**config.mk**
```make
export PLATFORM = sky130hd
export DESIGN_NAME = cube_map_face_select
export DESIGN_NICKNAME = d
export VERILOG_FILES = /design/src/hdl/cmfs_pkg.sv /design/src/hdl/cube_map_face_select.sv /design/src/hdl/cmfs_front.sv /design/src/hdl/cmfs_queue.sv /design/src/hdl/cmfs_back.sv
export VERILOG_INCLUDE_DIRS = /design/src /design/src/hdl
export SDC_FILE = /design/constraint.sdc
export NUM_CORES = 2
export LEC_CHECK = 0
export ABC_AREA = 0
export BUFFER_PORTS_ARGS = -buffer_cell sky130_fd_sc_hd__buf_2
export CAP_MARGIN = 15
export CORE_MARGIN = 8
export CORE_UTILIZATION = 46
export DETAILED_ROUTE_END_ITERATION = 8
export PLACE_DENSITY_LB_ADDON = 0.05
export SYNTH_ARGS = -nofsm -noshare
export SYNTH_HDL_FRONTEND = slang
export SYNTH_HIERARCHICAL = 1
export SYNTH_SLANG_ARGS = --single-unit
```
**constraint.sdc**
```tcl
create_clock -name clk -period 83.8 [get_ports clk]
set_input_delay 12.57 -clock clk [delete_from_list [all_inputs] [get_ports clk]]
set_output_delay 12.57 -clock clk [all_outputs]
set_load 0.02 [all_outputs]
```
**src/hdl/cube_map_face_select_assert.svh**
```systemverilog
`ifndef CUBE_MAP_FACE_SELECT_ASSERT_SVH
`define CUBE_MAP_FACE_SELECT_ASSERT_SVH

// Same-cycle implication, checked on every rising edge outside reset.
`define CMFS_ASSERT_IMP(label, clk, rst_n, ante, cons, msg) \
    label: assert property (@(posedge clk) disable iff (!rst_n) (ante) |-> (cons)) \
        else $error(msg);

// Next-cycle implication, checked on every rising edge outside reset.
`define CMFS_ASSERT_NXT(label, clk, rst_n, ante, cons, msg) \
    label: assert property (@(posedge clk) disable iff (!rst_n) (ante) |=> (cons)) \
        else $error(msg);

`endif

```
**src/hdl/cmfs_pkg.sv**
```systemverilog
package cmfs_pkg;

    localparam int COMPONENT_BITS  = 16;
    localparam int COORD_FRAC_BITS = 16;
    localparam int DETAIL_W        = 8;
    localparam int FACE_W          = 3;

    localparam int NUM_W   = COMPONENT_BITS + 1;
    localparam int REM_W   = COMPONENT_BITS + COORD_FRAC_BITS + 2;
    localparam int COORD_W = COORD_FRAC_BITS + 1;
    localparam int STAGES  = COORD_FRAC_BITS + 1;

    localparam logic [COORD_W-1:0] COORD_ONE = {1'b1, {COORD_FRAC_BITS{1'b0}}};

    localparam int IN_FIELDS_W  = 3 * COMPONENT_BITS + DETAIL_W;
    localparam int IN_TDATA_W   = ((IN_FIELDS_W + 7) / 8) * 8;
    localparam int OUT_FIELDS_W = FACE_W + 2 * COORD_W + DETAIL_W;
    localparam int OUT_TDATA_W  = ((OUT_FIELDS_W + 7) / 8) * 8;

    localparam int QUEUE_DEPTH = 4;
    localparam int QUEUE_PTR_W = $clog2(QUEUE_DEPTH);
    localparam int QUEUE_CNT_W = $clog2(QUEUE_DEPTH + 1);

    typedef enum logic [FACE_W-1:0] {
        FACE_POS_X = 3'd0,
        FACE_NEG_X = 3'd1,
        FACE_POS_Y = 3'd2,
        FACE_NEG_Y = 3'd3,
        FACE_POS_Z = 3'd4,
        FACE_NEG_Z = 3'd5
    } face_t;

    // One classified direction waiting for the divider.
    typedef struct packed {
        face_t                     face;
        logic [NUM_W-1:0]          num_u;
        logic [NUM_W-1:0]          num_v;
        logic [COMPONENT_BITS-1:0] mag;
        logic [DETAIL_W-1:0]       detail;
        logic                      zero;
    } queue_entry_t;

    // State of one item inside the divider pipeline.
    typedef struct packed {
        face_t               face;
        logic [DETAIL_W-1:0] detail;
        logic                zero;
        logic [NUM_W-1:0]    den;
        logic [REM_W-1:0]    rem_u;
        logic [REM_W-1:0]    rem_v;
        logic [COORD_W-1:0]  q_u;
        logic [COORD_W-1:0]  q_v;
    } div_stage_t;

endpackage

```
**src/hdl/cube_map_face_select.sv**
```systemverilog
// Cube map face selection: each input beat carries a signed direction (x, y, z) and a
// level of detail; each output beat gives the cube face (0 +x, 1 -x, 2 +y, 3 -y, 4 +z,
// 5 -z), the face coordinates u and v in unsigned fixed point where 65536 stands for 1.0
// (rounded to nearest, halves up), and the level of detail unchanged. The largest
// magnitude picks the face, with ties going to x, then y, then z. An all-zero direction
// gives an output beat with the zero_vector flag set in tuser and every tdata field zero.
// The block takes one beat per clock cycle while the output side is ready. Each beat is
// classified into a four-entry queue and then passes through the divider pipeline,
// which resolves one quotient bit of u and v per stage. While the
// output is stalled the divider holds and the queue absorbs up to four more beats.
module cube_map_face_select (
    input  logic                            clk,
    input  logic                            rst_n,
    // Input stream.
    input  logic                            s_tvalid,
    output logic                            s_tready,
    // s_tdata fields from bit 0 up: dir_x[15:0], dir_y[31:16], dir_z[47:32],
    // detail_level[55:48].
    input  logic [cmfs_pkg::IN_TDATA_W-1:0]  s_tdata,
    // Output stream.
    output logic                            m_tvalid,
    input  logic                            m_tready,
    // m_tdata fields from bit 0 up: face_index[2:0], coord_u[19:3], coord_v[36:20],
    // detail_out[44:37], zero fill[47:45].
    output logic [cmfs_pkg::OUT_TDATA_W-1:0] m_tdata,
    // m_tuser: zero_vector, set when all three components are zero.
    output logic                            m_tuser
);
    import cmfs_pkg::*;

    logic         push;
    logic         push_ready;
    queue_entry_t push_entry;
    logic         pop;
    logic         head_valid;
    queue_entry_t head_entry;

    // Front: magnitude compare, face choice and the two numerators m +/- comp.
    cmfs_front u_front (
        .s_tvalid    (s_tvalid),
        .s_tready    (s_tready),
        .s_tdata     (s_tdata),
        .queue_ready (push_ready),
        .push        (push),
        .push_entry  (push_entry)
    );

    // Short queue that lets the front keep taking beats while the back is stalled.
    cmfs_queue u_queue (
        .clk        (clk),
        .rst_n      (rst_n),
        .push       (push),
        .push_entry (push_entry),
        .push_ready (push_ready),
        .pop        (pop),
        .pop_valid  (head_valid),
        .pop_entry  (head_entry)
    );

    // Back: pipelined division (num * 65536 + m) / (2m) for u and v side by side.
    cmfs_back u_back (
        .clk        (clk),
        .rst_n      (rst_n),
        .head_valid (head_valid),
        .head_entry (head_entry),
        .pop        (pop),
        .m_tvalid   (m_tvalid),
        .m_tready   (m_tready),
        .m_tdata    (m_tdata),
        .m_tuser    (m_tuser)
    );

endmodule

```
**src/hdl/cmfs_front.sv**
```systemverilog
module cmfs_front (
    input  logic                           s_tvalid,
    output logic                           s_tready,
    input  logic [cmfs_pkg::IN_TDATA_W-1:0] s_tdata,
    input  logic                           queue_ready,
    output logic                           push,
    output cmfs_pkg::queue_entry_t         push_entry
);
    import cmfs_pkg::*;

    localparam int CB = COMPONENT_BITS;

    logic [CB-1:0]       x_raw, y_raw, z_raw;
    logic [DETAIL_W-1:0] detail;
    logic [CB-1:0]       ax, ay, az, mag;
    logic                x_major, y_major;
    logic [CB-1:0]       comp_u, comp_v;
    logic                neg_u, neg_v;
    logic signed [CB+1:0] sum_u, sum_v;
    face_t               face;

    assign x_raw  = s_tdata[CB-1:0];
    assign y_raw  = s_tdata[2*CB-1:CB];
    assign z_raw  = s_tdata[3*CB-1:2*CB];
    assign detail = s_tdata[3*CB+DETAIL_W-1:3*CB];

    // The most negative input has a magnitude that still fits in CB unsigned bits.
    assign ax = x_raw[CB-1] ? (~x_raw + 1'b1) : x_raw;
    assign ay = y_raw[CB-1] ? (~y_raw + 1'b1) : y_raw;
    assign az = z_raw[CB-1] ? (~z_raw + 1'b1) : z_raw;

    assign x_major = (ax >= ay) && (ax >= az);
    assign y_major = !x_major && (ay >= az);

    always_comb
    begin
        priority if (x_major)
        begin
            mag    = ax;
            face   = x_raw[CB-1] ? FACE_NEG_X : FACE_POS_X;
            comp_u = z_raw;
            neg_u  = !x_raw[CB-1];
            comp_v = y_raw;
            neg_v  = 1'b1;
        end
        else if (y_major)
        begin
            mag    = ay;
            face   = y_raw[CB-1] ? FACE_NEG_Y : FACE_POS_Y;
            comp_u = x_raw;
            neg_u  = 1'b0;
            comp_v = z_raw;
            neg_v  = y_raw[CB-1];
        end
        else
        begin
            mag    = az;
            face   = z_raw[CB-1] ? FACE_NEG_Z : FACE_POS_Z;
            comp_u = x_raw;
            neg_u  = z_raw[CB-1];
            comp_v = y_raw;
            neg_v  = 1'b1;
        end
    end

    // The numerator m +/- comp lies between zero and 2m, so CB+1 bits hold it.
    assign sum_u = neg_u ? ($signed({2'b00, mag}) - $signed({{2{comp_u[CB-1]}}, comp_u}))
                         : ($signed({2'b00, mag}) + $signed({{2{comp_u[CB-1]}}, comp_u}));
    assign sum_v = neg_v ? ($signed({2'b00, mag}) - $signed({{2{comp_v[CB-1]}}, comp_v}))
                         : ($signed({2'b00, mag}) + $signed({{2{comp_v[CB-1]}}, comp_v}));

    assign s_tready = queue_ready;
    assign push     = s_tvalid && queue_ready;

    always_comb
    begin
        push_entry.face   = face;
        push_entry.num_u  = sum_u[NUM_W-1:0];
        push_entry.num_v  = sum_v[NUM_W-1:0];
        push_entry.mag    = mag;
        push_entry.detail = detail;
        push_entry.zero   = (mag == '0);
    end

endmodule

```
**src/hdl/cmfs_queue.sv**
```systemverilog
`include "cube_map_face_select_assert.svh"

module cmfs_queue (
    input  logic                   clk,
    input  logic                   rst_n,
    input  logic                   push,
    input  cmfs_pkg::queue_entry_t push_entry,
    output logic                   push_ready,
    input  logic                   pop,
    output logic                   pop_valid,
    output cmfs_pkg::queue_entry_t pop_entry
);
    import cmfs_pkg::*;

    queue_entry_t           entry_reg [QUEUE_DEPTH];
    logic [QUEUE_PTR_W-1:0] wr_ptr_reg, wr_ptr_next;
    logic [QUEUE_PTR_W-1:0] rd_ptr_reg, rd_ptr_next;
    logic [QUEUE_CNT_W-1:0] count_reg, count_next;

    assign push_ready = (count_reg != QUEUE_CNT_W'(QUEUE_DEPTH));
    assign pop_valid  = (count_reg != '0);
    assign pop_entry  = entry_reg[rd_ptr_reg];

    always_comb
    begin
        wr_ptr_next = push ? QUEUE_PTR_W'(wr_ptr_reg + 1'b1) : wr_ptr_reg;
        rd_ptr_next = pop  ? QUEUE_PTR_W'(rd_ptr_reg + 1'b1) : rd_ptr_reg;
        count_next  = count_reg;
        if (push && !pop)
        begin
            count_next = count_reg + 1'b1;
        end
        else if (pop && !push)
        begin
            count_next = count_reg - 1'b1;
        end
    end

    always_ff @(posedge clk or negedge rst_n)
    begin
        if (!rst_n)
        begin
            wr_ptr_reg <= '0;
            rd_ptr_reg <= '0;
            count_reg  <= '0;
        end
        else
        begin
            wr_ptr_reg <= wr_ptr_next;
            rd_ptr_reg <= rd_ptr_next;
            count_reg  <= count_next;
        end
    end

    always_ff @(posedge clk)
    begin
        if (push)
        begin
            entry_reg[wr_ptr_reg] <= push_entry;
        end
    end

    `CMFS_ASSERT_IMP(a_count_bound, clk, rst_n, 1'b1, count_reg <= QUEUE_CNT_W'(QUEUE_DEPTH), "queue count beyond depth")
    `CMFS_ASSERT_IMP(a_no_pop_empty, clk, rst_n, pop, count_reg != '0, "pop from empty queue")
    `CMFS_ASSERT_NXT(a_push_grows, clk, rst_n, push && !pop, count_reg == $past(count_reg) + 1'b1, "push did not grow queue")

endmodule

```
**src/hdl/cmfs_back.sv**
```systemverilog
`include "cube_map_face_select_assert.svh"

module cmfs_back (
    input  logic                            clk,
    input  logic                            rst_n,
    input  logic                            head_valid,
    input  cmfs_pkg::queue_entry_t          head_entry,
    output logic                            pop,
    output logic                            m_tvalid,
    input  logic                            m_tready,
    output logic [cmfs_pkg::OUT_TDATA_W-1:0] m_tdata,
    output logic                            m_tuser
);
    import cmfs_pkg::*;

    div_stage_t stage_reg [STAGES];
    logic       valid_reg [STAGES];
    div_stage_t init;
    logic       ce;
    div_stage_t last;
    face_t      face_out;
    logic [COORD_W-1:0]  u_out, v_out;
    logic [DETAIL_W-1:0] detail_out;

    // The whole pipeline moves together unless a finished beat is held at the output.
    assign ce  = !valid_reg[STAGES-1] || m_tready;
    assign pop = ce && head_valid;

    always_comb
    begin
        init.face   = head_entry.face;
        init.detail = head_entry.detail;
        init.zero   = head_entry.zero;
        init.den    = {head_entry.mag, 1'b0};
        init.rem_u  = REM_W'({head_entry.num_u, {COORD_FRAC_BITS{1'b0}}}) + REM_W'(head_entry.mag);
        init.rem_v  = REM_W'({head_entry.num_v, {COORD_FRAC_BITS{1'b0}}}) + REM_W'(head_entry.mag);
        init.q_u    = '0;
        init.q_v    = '0;
    end

    // Restoring division, one quotient bit per stage, most significant first.
    for (genvar k = 0; k < STAGES; k++)
    begin : g_stage
        localparam int SH = COORD_FRAC_BITS - k;
        div_stage_t       cur;
        div_stage_t       stage_next;
        logic [REM_W-1:0] sden;

        if (k == 0)
        begin : g_first
            assign cur = init;
        end
        else
        begin : g_rest
            assign cur = stage_reg[k-1];
        end

        assign sden = REM_W'(cur.den) << SH;

        always_comb
        begin
            stage_next = cur;
            if (cur.rem_u >= sden)
            begin
                stage_next.rem_u  = cur.rem_u - sden;
                stage_next.q_u[SH] = 1'b1;
            end
            if (cur.rem_v >= sden)
            begin
                stage_next.rem_v  = cur.rem_v - sden;
                stage_next.q_v[SH] = 1'b1;
            end
        end

        always_ff @(posedge clk)
        begin
            if (ce)
            begin
                stage_reg[k] <= stage_next;
            end
        end
    end

    always_ff @(posedge clk or negedge rst_n)
    begin
        if (!rst_n)
        begin
            for (int i = 0; i < STAGES; i++)
            begin
                valid_reg[i] <= 1'b0;
            end
        end
        else if (ce)
        begin
            valid_reg[0] <= head_valid;
            for (int i = 1; i < STAGES; i++)
            begin
                valid_reg[i] <= valid_reg[i-1];
            end
        end
    end

    // A zero vector has no major axis; its divider result is discarded here.
    assign last       = stage_reg[STAGES-1];
    assign face_out   = last.zero ? FACE_POS_X : last.face;
    assign u_out      = last.zero ? '0 : last.q_u;
    assign v_out      = last.zero ? '0 : last.q_v;
    assign detail_out = last.zero ? '0 : last.detail;

    assign m_tvalid = valid_reg[STAGES-1];
    assign m_tuser  = last.zero;
    assign m_tdata  = OUT_TDATA_W'({detail_out, v_out, u_out, face_out});

    `CMFS_ASSERT_IMP(a_zero_clean, clk, rst_n, m_tvalid && m_tuser, m_tdata == '0, "zero vector beat carries data")
    `CMFS_ASSERT_IMP(a_coord_range, clk, rst_n, m_tvalid, (u_out <= COORD_ONE) && (v_out <= COORD_ONE), "face coordinate above one")

endmodule
```
==> results.md <==
- Die span in y: 479 um
- Mapped Cells: 8307
- Initial Utilization: about 46%
- Post-layout min period: 21060 ps
- Crit start category: input pin
- Final cell count without fillers: 11500
- Core Rows: 170
- First-pass GRT wire length: 385000 um
- Post-synth EDFFs: 1800
- Synth Area in Simple Gates: 11.7%
- Fin. Hold Viols: 0
- Crit-path slowest cell: or4_1
- Compound-Gate Fraction of Synth Area: about 12%
- Setup TNS: 0 ps
- Critical Path Fanout Max: 33
- Final setup viols: 0
- Clock Tree Buf Depth: 3
- Netlist cell types: between 100 and 150
- Fin crit share: 25.1%
- Via density: 5.59
- Multi-input gate area: 41500 um2
- Async set-reset flop share out of synthesis: under 10%
- Status: finished clean
- DR vias: 64300
- #FFs+latches synth: around 1800
- H-tree depth: 4
- 1st-iter DRT viols: 4306
- Post-DP HPWL: about 200000 um
- Post-synthesis sequential area ratio: a little under three fifths
- Design area: 109000 um2
- DIE AREA: 230000 um2
- Share of layout cells above drive strength 1: 8.55%
- Dpl cell area: about 100000 um2
- Fmax: approximately 47 MHz
- Largest family of logic cells by synthesized area: compound AO/OA/AOI/OAI gates
- Mapped cell area: 98800 um2
- Worst slew margin relative to its limit: 26.9%
- Pwr per Cell Area: 47.0 nW/um2
- Critical Path Max Stage Delay: between 700 and 800 ps
- Hold/Removal Path Class: flip-flop to flip-flop
- GRT Total Usage: 21.6%
- Port bufs: 107
- IR drop worst, VDD: 26.8 uV
- Critical path required time: between 80000 and 90000 ps
- Critical Path Sink Type: flip-flop
- Max reg flops: 1552
- Max-Cap Viols: 0
- Leak Pwr: 40.9 nW
- CP Class: input pin to flip-flop
- CTS Sinks: 1824
- Root Driver: clkbuf_16
- Largest net degree at the start of global routing: about 210
- Fillers: 18700
- Power, Total: 5.12 mW
- Worst Clk Skew: 97.3 ps
- CTS tree: yes
- Gates resized, CTS repair: 0
- RSZ-0062 raised after global routing: false
- First drt pass iteration count: 6
- Die X: about 480 um
- Top Ports: around 110
- Primary FF master, synth: edfxtp_1
- Yosys warnings: 6
- Final GP Congestion: 0.917
- Post-route ant nets: 0
- Core area: 214000 um2
- Worst Tran Pin Value: approximately 1100 ps
- Initial antenna violation count: 9
- Vias in the first global route: roughly 64000
- Synth Area in Adders: between 8 and 9%
- TritonCTS Buffers: approximately 200
- Gr ovfl total: 0
- CP arrival: 21660 ps
- WL/cell: roughly 22 um
- Avg Cell Area, Syn: 11.9 um2
- Post CTS Setup Buffer Count: 0
- Reg area: between 50000 and 60000 um2
- CTS clk-pin slew, worst paths: 60 ps
- Area delta synth->final: 10.4%
- Clk_lat worst skew: 880 ps
- Xor/xnor share of the synthesized area: 6.50%
- Max Slew Vio Count: 0
- Total wire length: 255000 um
- Final Util: 51.0%
- # hold bufs at CTS: 0
- # placed instances: 11100
- Mux contribution to synthesized area: 3.30%
- Layout Nets: roughly 9000
- DRC Markers: 0
-- per-stage QoR --
stage                     setup WS [ps]  hold slack, ps
after floorplan                   39130             400
after global placement            62200             400
after detailed placement          62160             405
after CTS                         63020             368
after global routing              62160             365
final                             62740             377
-- worst paths after layout --
path	to	start	slack, ps	cells after the start
max	u_queue/entry_reg[0][41]	s_tdata[37]	62740	35
max in group asynchronous	u_queue/rd_ptr_reg[0]	rst_n	71610	1
min in group asynchronous	u_queue/rd_ptr_reg[1]	rst_n	11720	1
min	u_back/stage_reg[0][226]	u_back/stage_reg[0][95]	380	0
max reg2reg	u_back/stage_reg[0][1716]	u_back/m_tvalid	77350	9
min reg2reg	u_back/stage_reg[0][226]	u_back/stage_reg[0][95]	380	0
-- cells by family after synthesis --
logic type / count (synthesis)
compound gates: 1877
simple gates: 2324
other cells: 1
xor+xnor: 733
flops: 1824
mux: 231
fa+ha+maj: 648
buf+inv: 669
-- power by group --
part,internal (mW),switching [mW],total [mW],leakage [nW]
Combinational,0.998,1.45,2.45,20.2
Clock,0.493,0.368,0.861,3.15
Sequential,1.57,0.237,1.81,17.5
Total,3.07,2.06,5.12,40.9
-- cells in the mapped netlist (all sizes together), types with 153 or more instances --
cell | number | share of area (%)
a21o | 221 | 1.7
nand2 | 600 | 2.3
xnor2 | 395 | 3.5
ha | 613 | 7.8
clkbuf | 153 | 0.58
nor2b | 157 | 0.99
edfxtp | 1800 | 55
a21oi | 533 | 2.7
xor2 | 338 | 3.0
inv | 460 | 1.7
nor3 | 184 | 0.94
o21ai | 503 | 2.6
nor2 | 584 | 2.2
-- layout make-up --
class / count / share of cell area (%)
sequential: 1824 / 50.1
multi-input combinational: 5816 / 38.1
clock buffer: 255 / 4.88
tap: 2838 / 3.26
inverter: 463 / 1.60
clock inverter: 117 / 1.15
timing repair buffer: 167 / 0.927
antenna: 5 / 0.0115
-- critical path: cells and delay by family --
kind | cells | cell delay (ps)
compound gates | 14 | 3520
simple gates | 10 | 2320
fa+ha+maj | 3 | 1210
buf+inv | 4 | 990
xor+xnor | 3 | 810
mux | 1 | 240
-- placed cells by master, fill, tap and decap left out, types with 221 or more instances in the layout --
cell type | netlist | final
a21o_1 | 221 | 221
a21oi_1 | 533 | 533
edfxtp_1 | 1800 | 1800
ha_1 | 613 | 613
inv_1 | 457 | 456
nand2_1 | 600 | 600
nor2_1 | 583 | 582
o21ai_0 | 481 | 481
xnor2_1 | 394 | 394
xor2_1 | 338 | 338
-- routing by layer --
metal / vias up / routed length [um] / GRT usage (%) / share of wire [%]
met4: 4 / 11500 / 9.07 / 4.5
met1: 31000 / 106000 / 26.2 / 41
li1: 31400 / - / - / -
met3: 423 / 9340 / 2.74 / 3.7
met2: 1337 / 129000 / 38.8 / 50
met5: - / 25 / 0 / 0.0098
(Power assumes the default switching activity.)
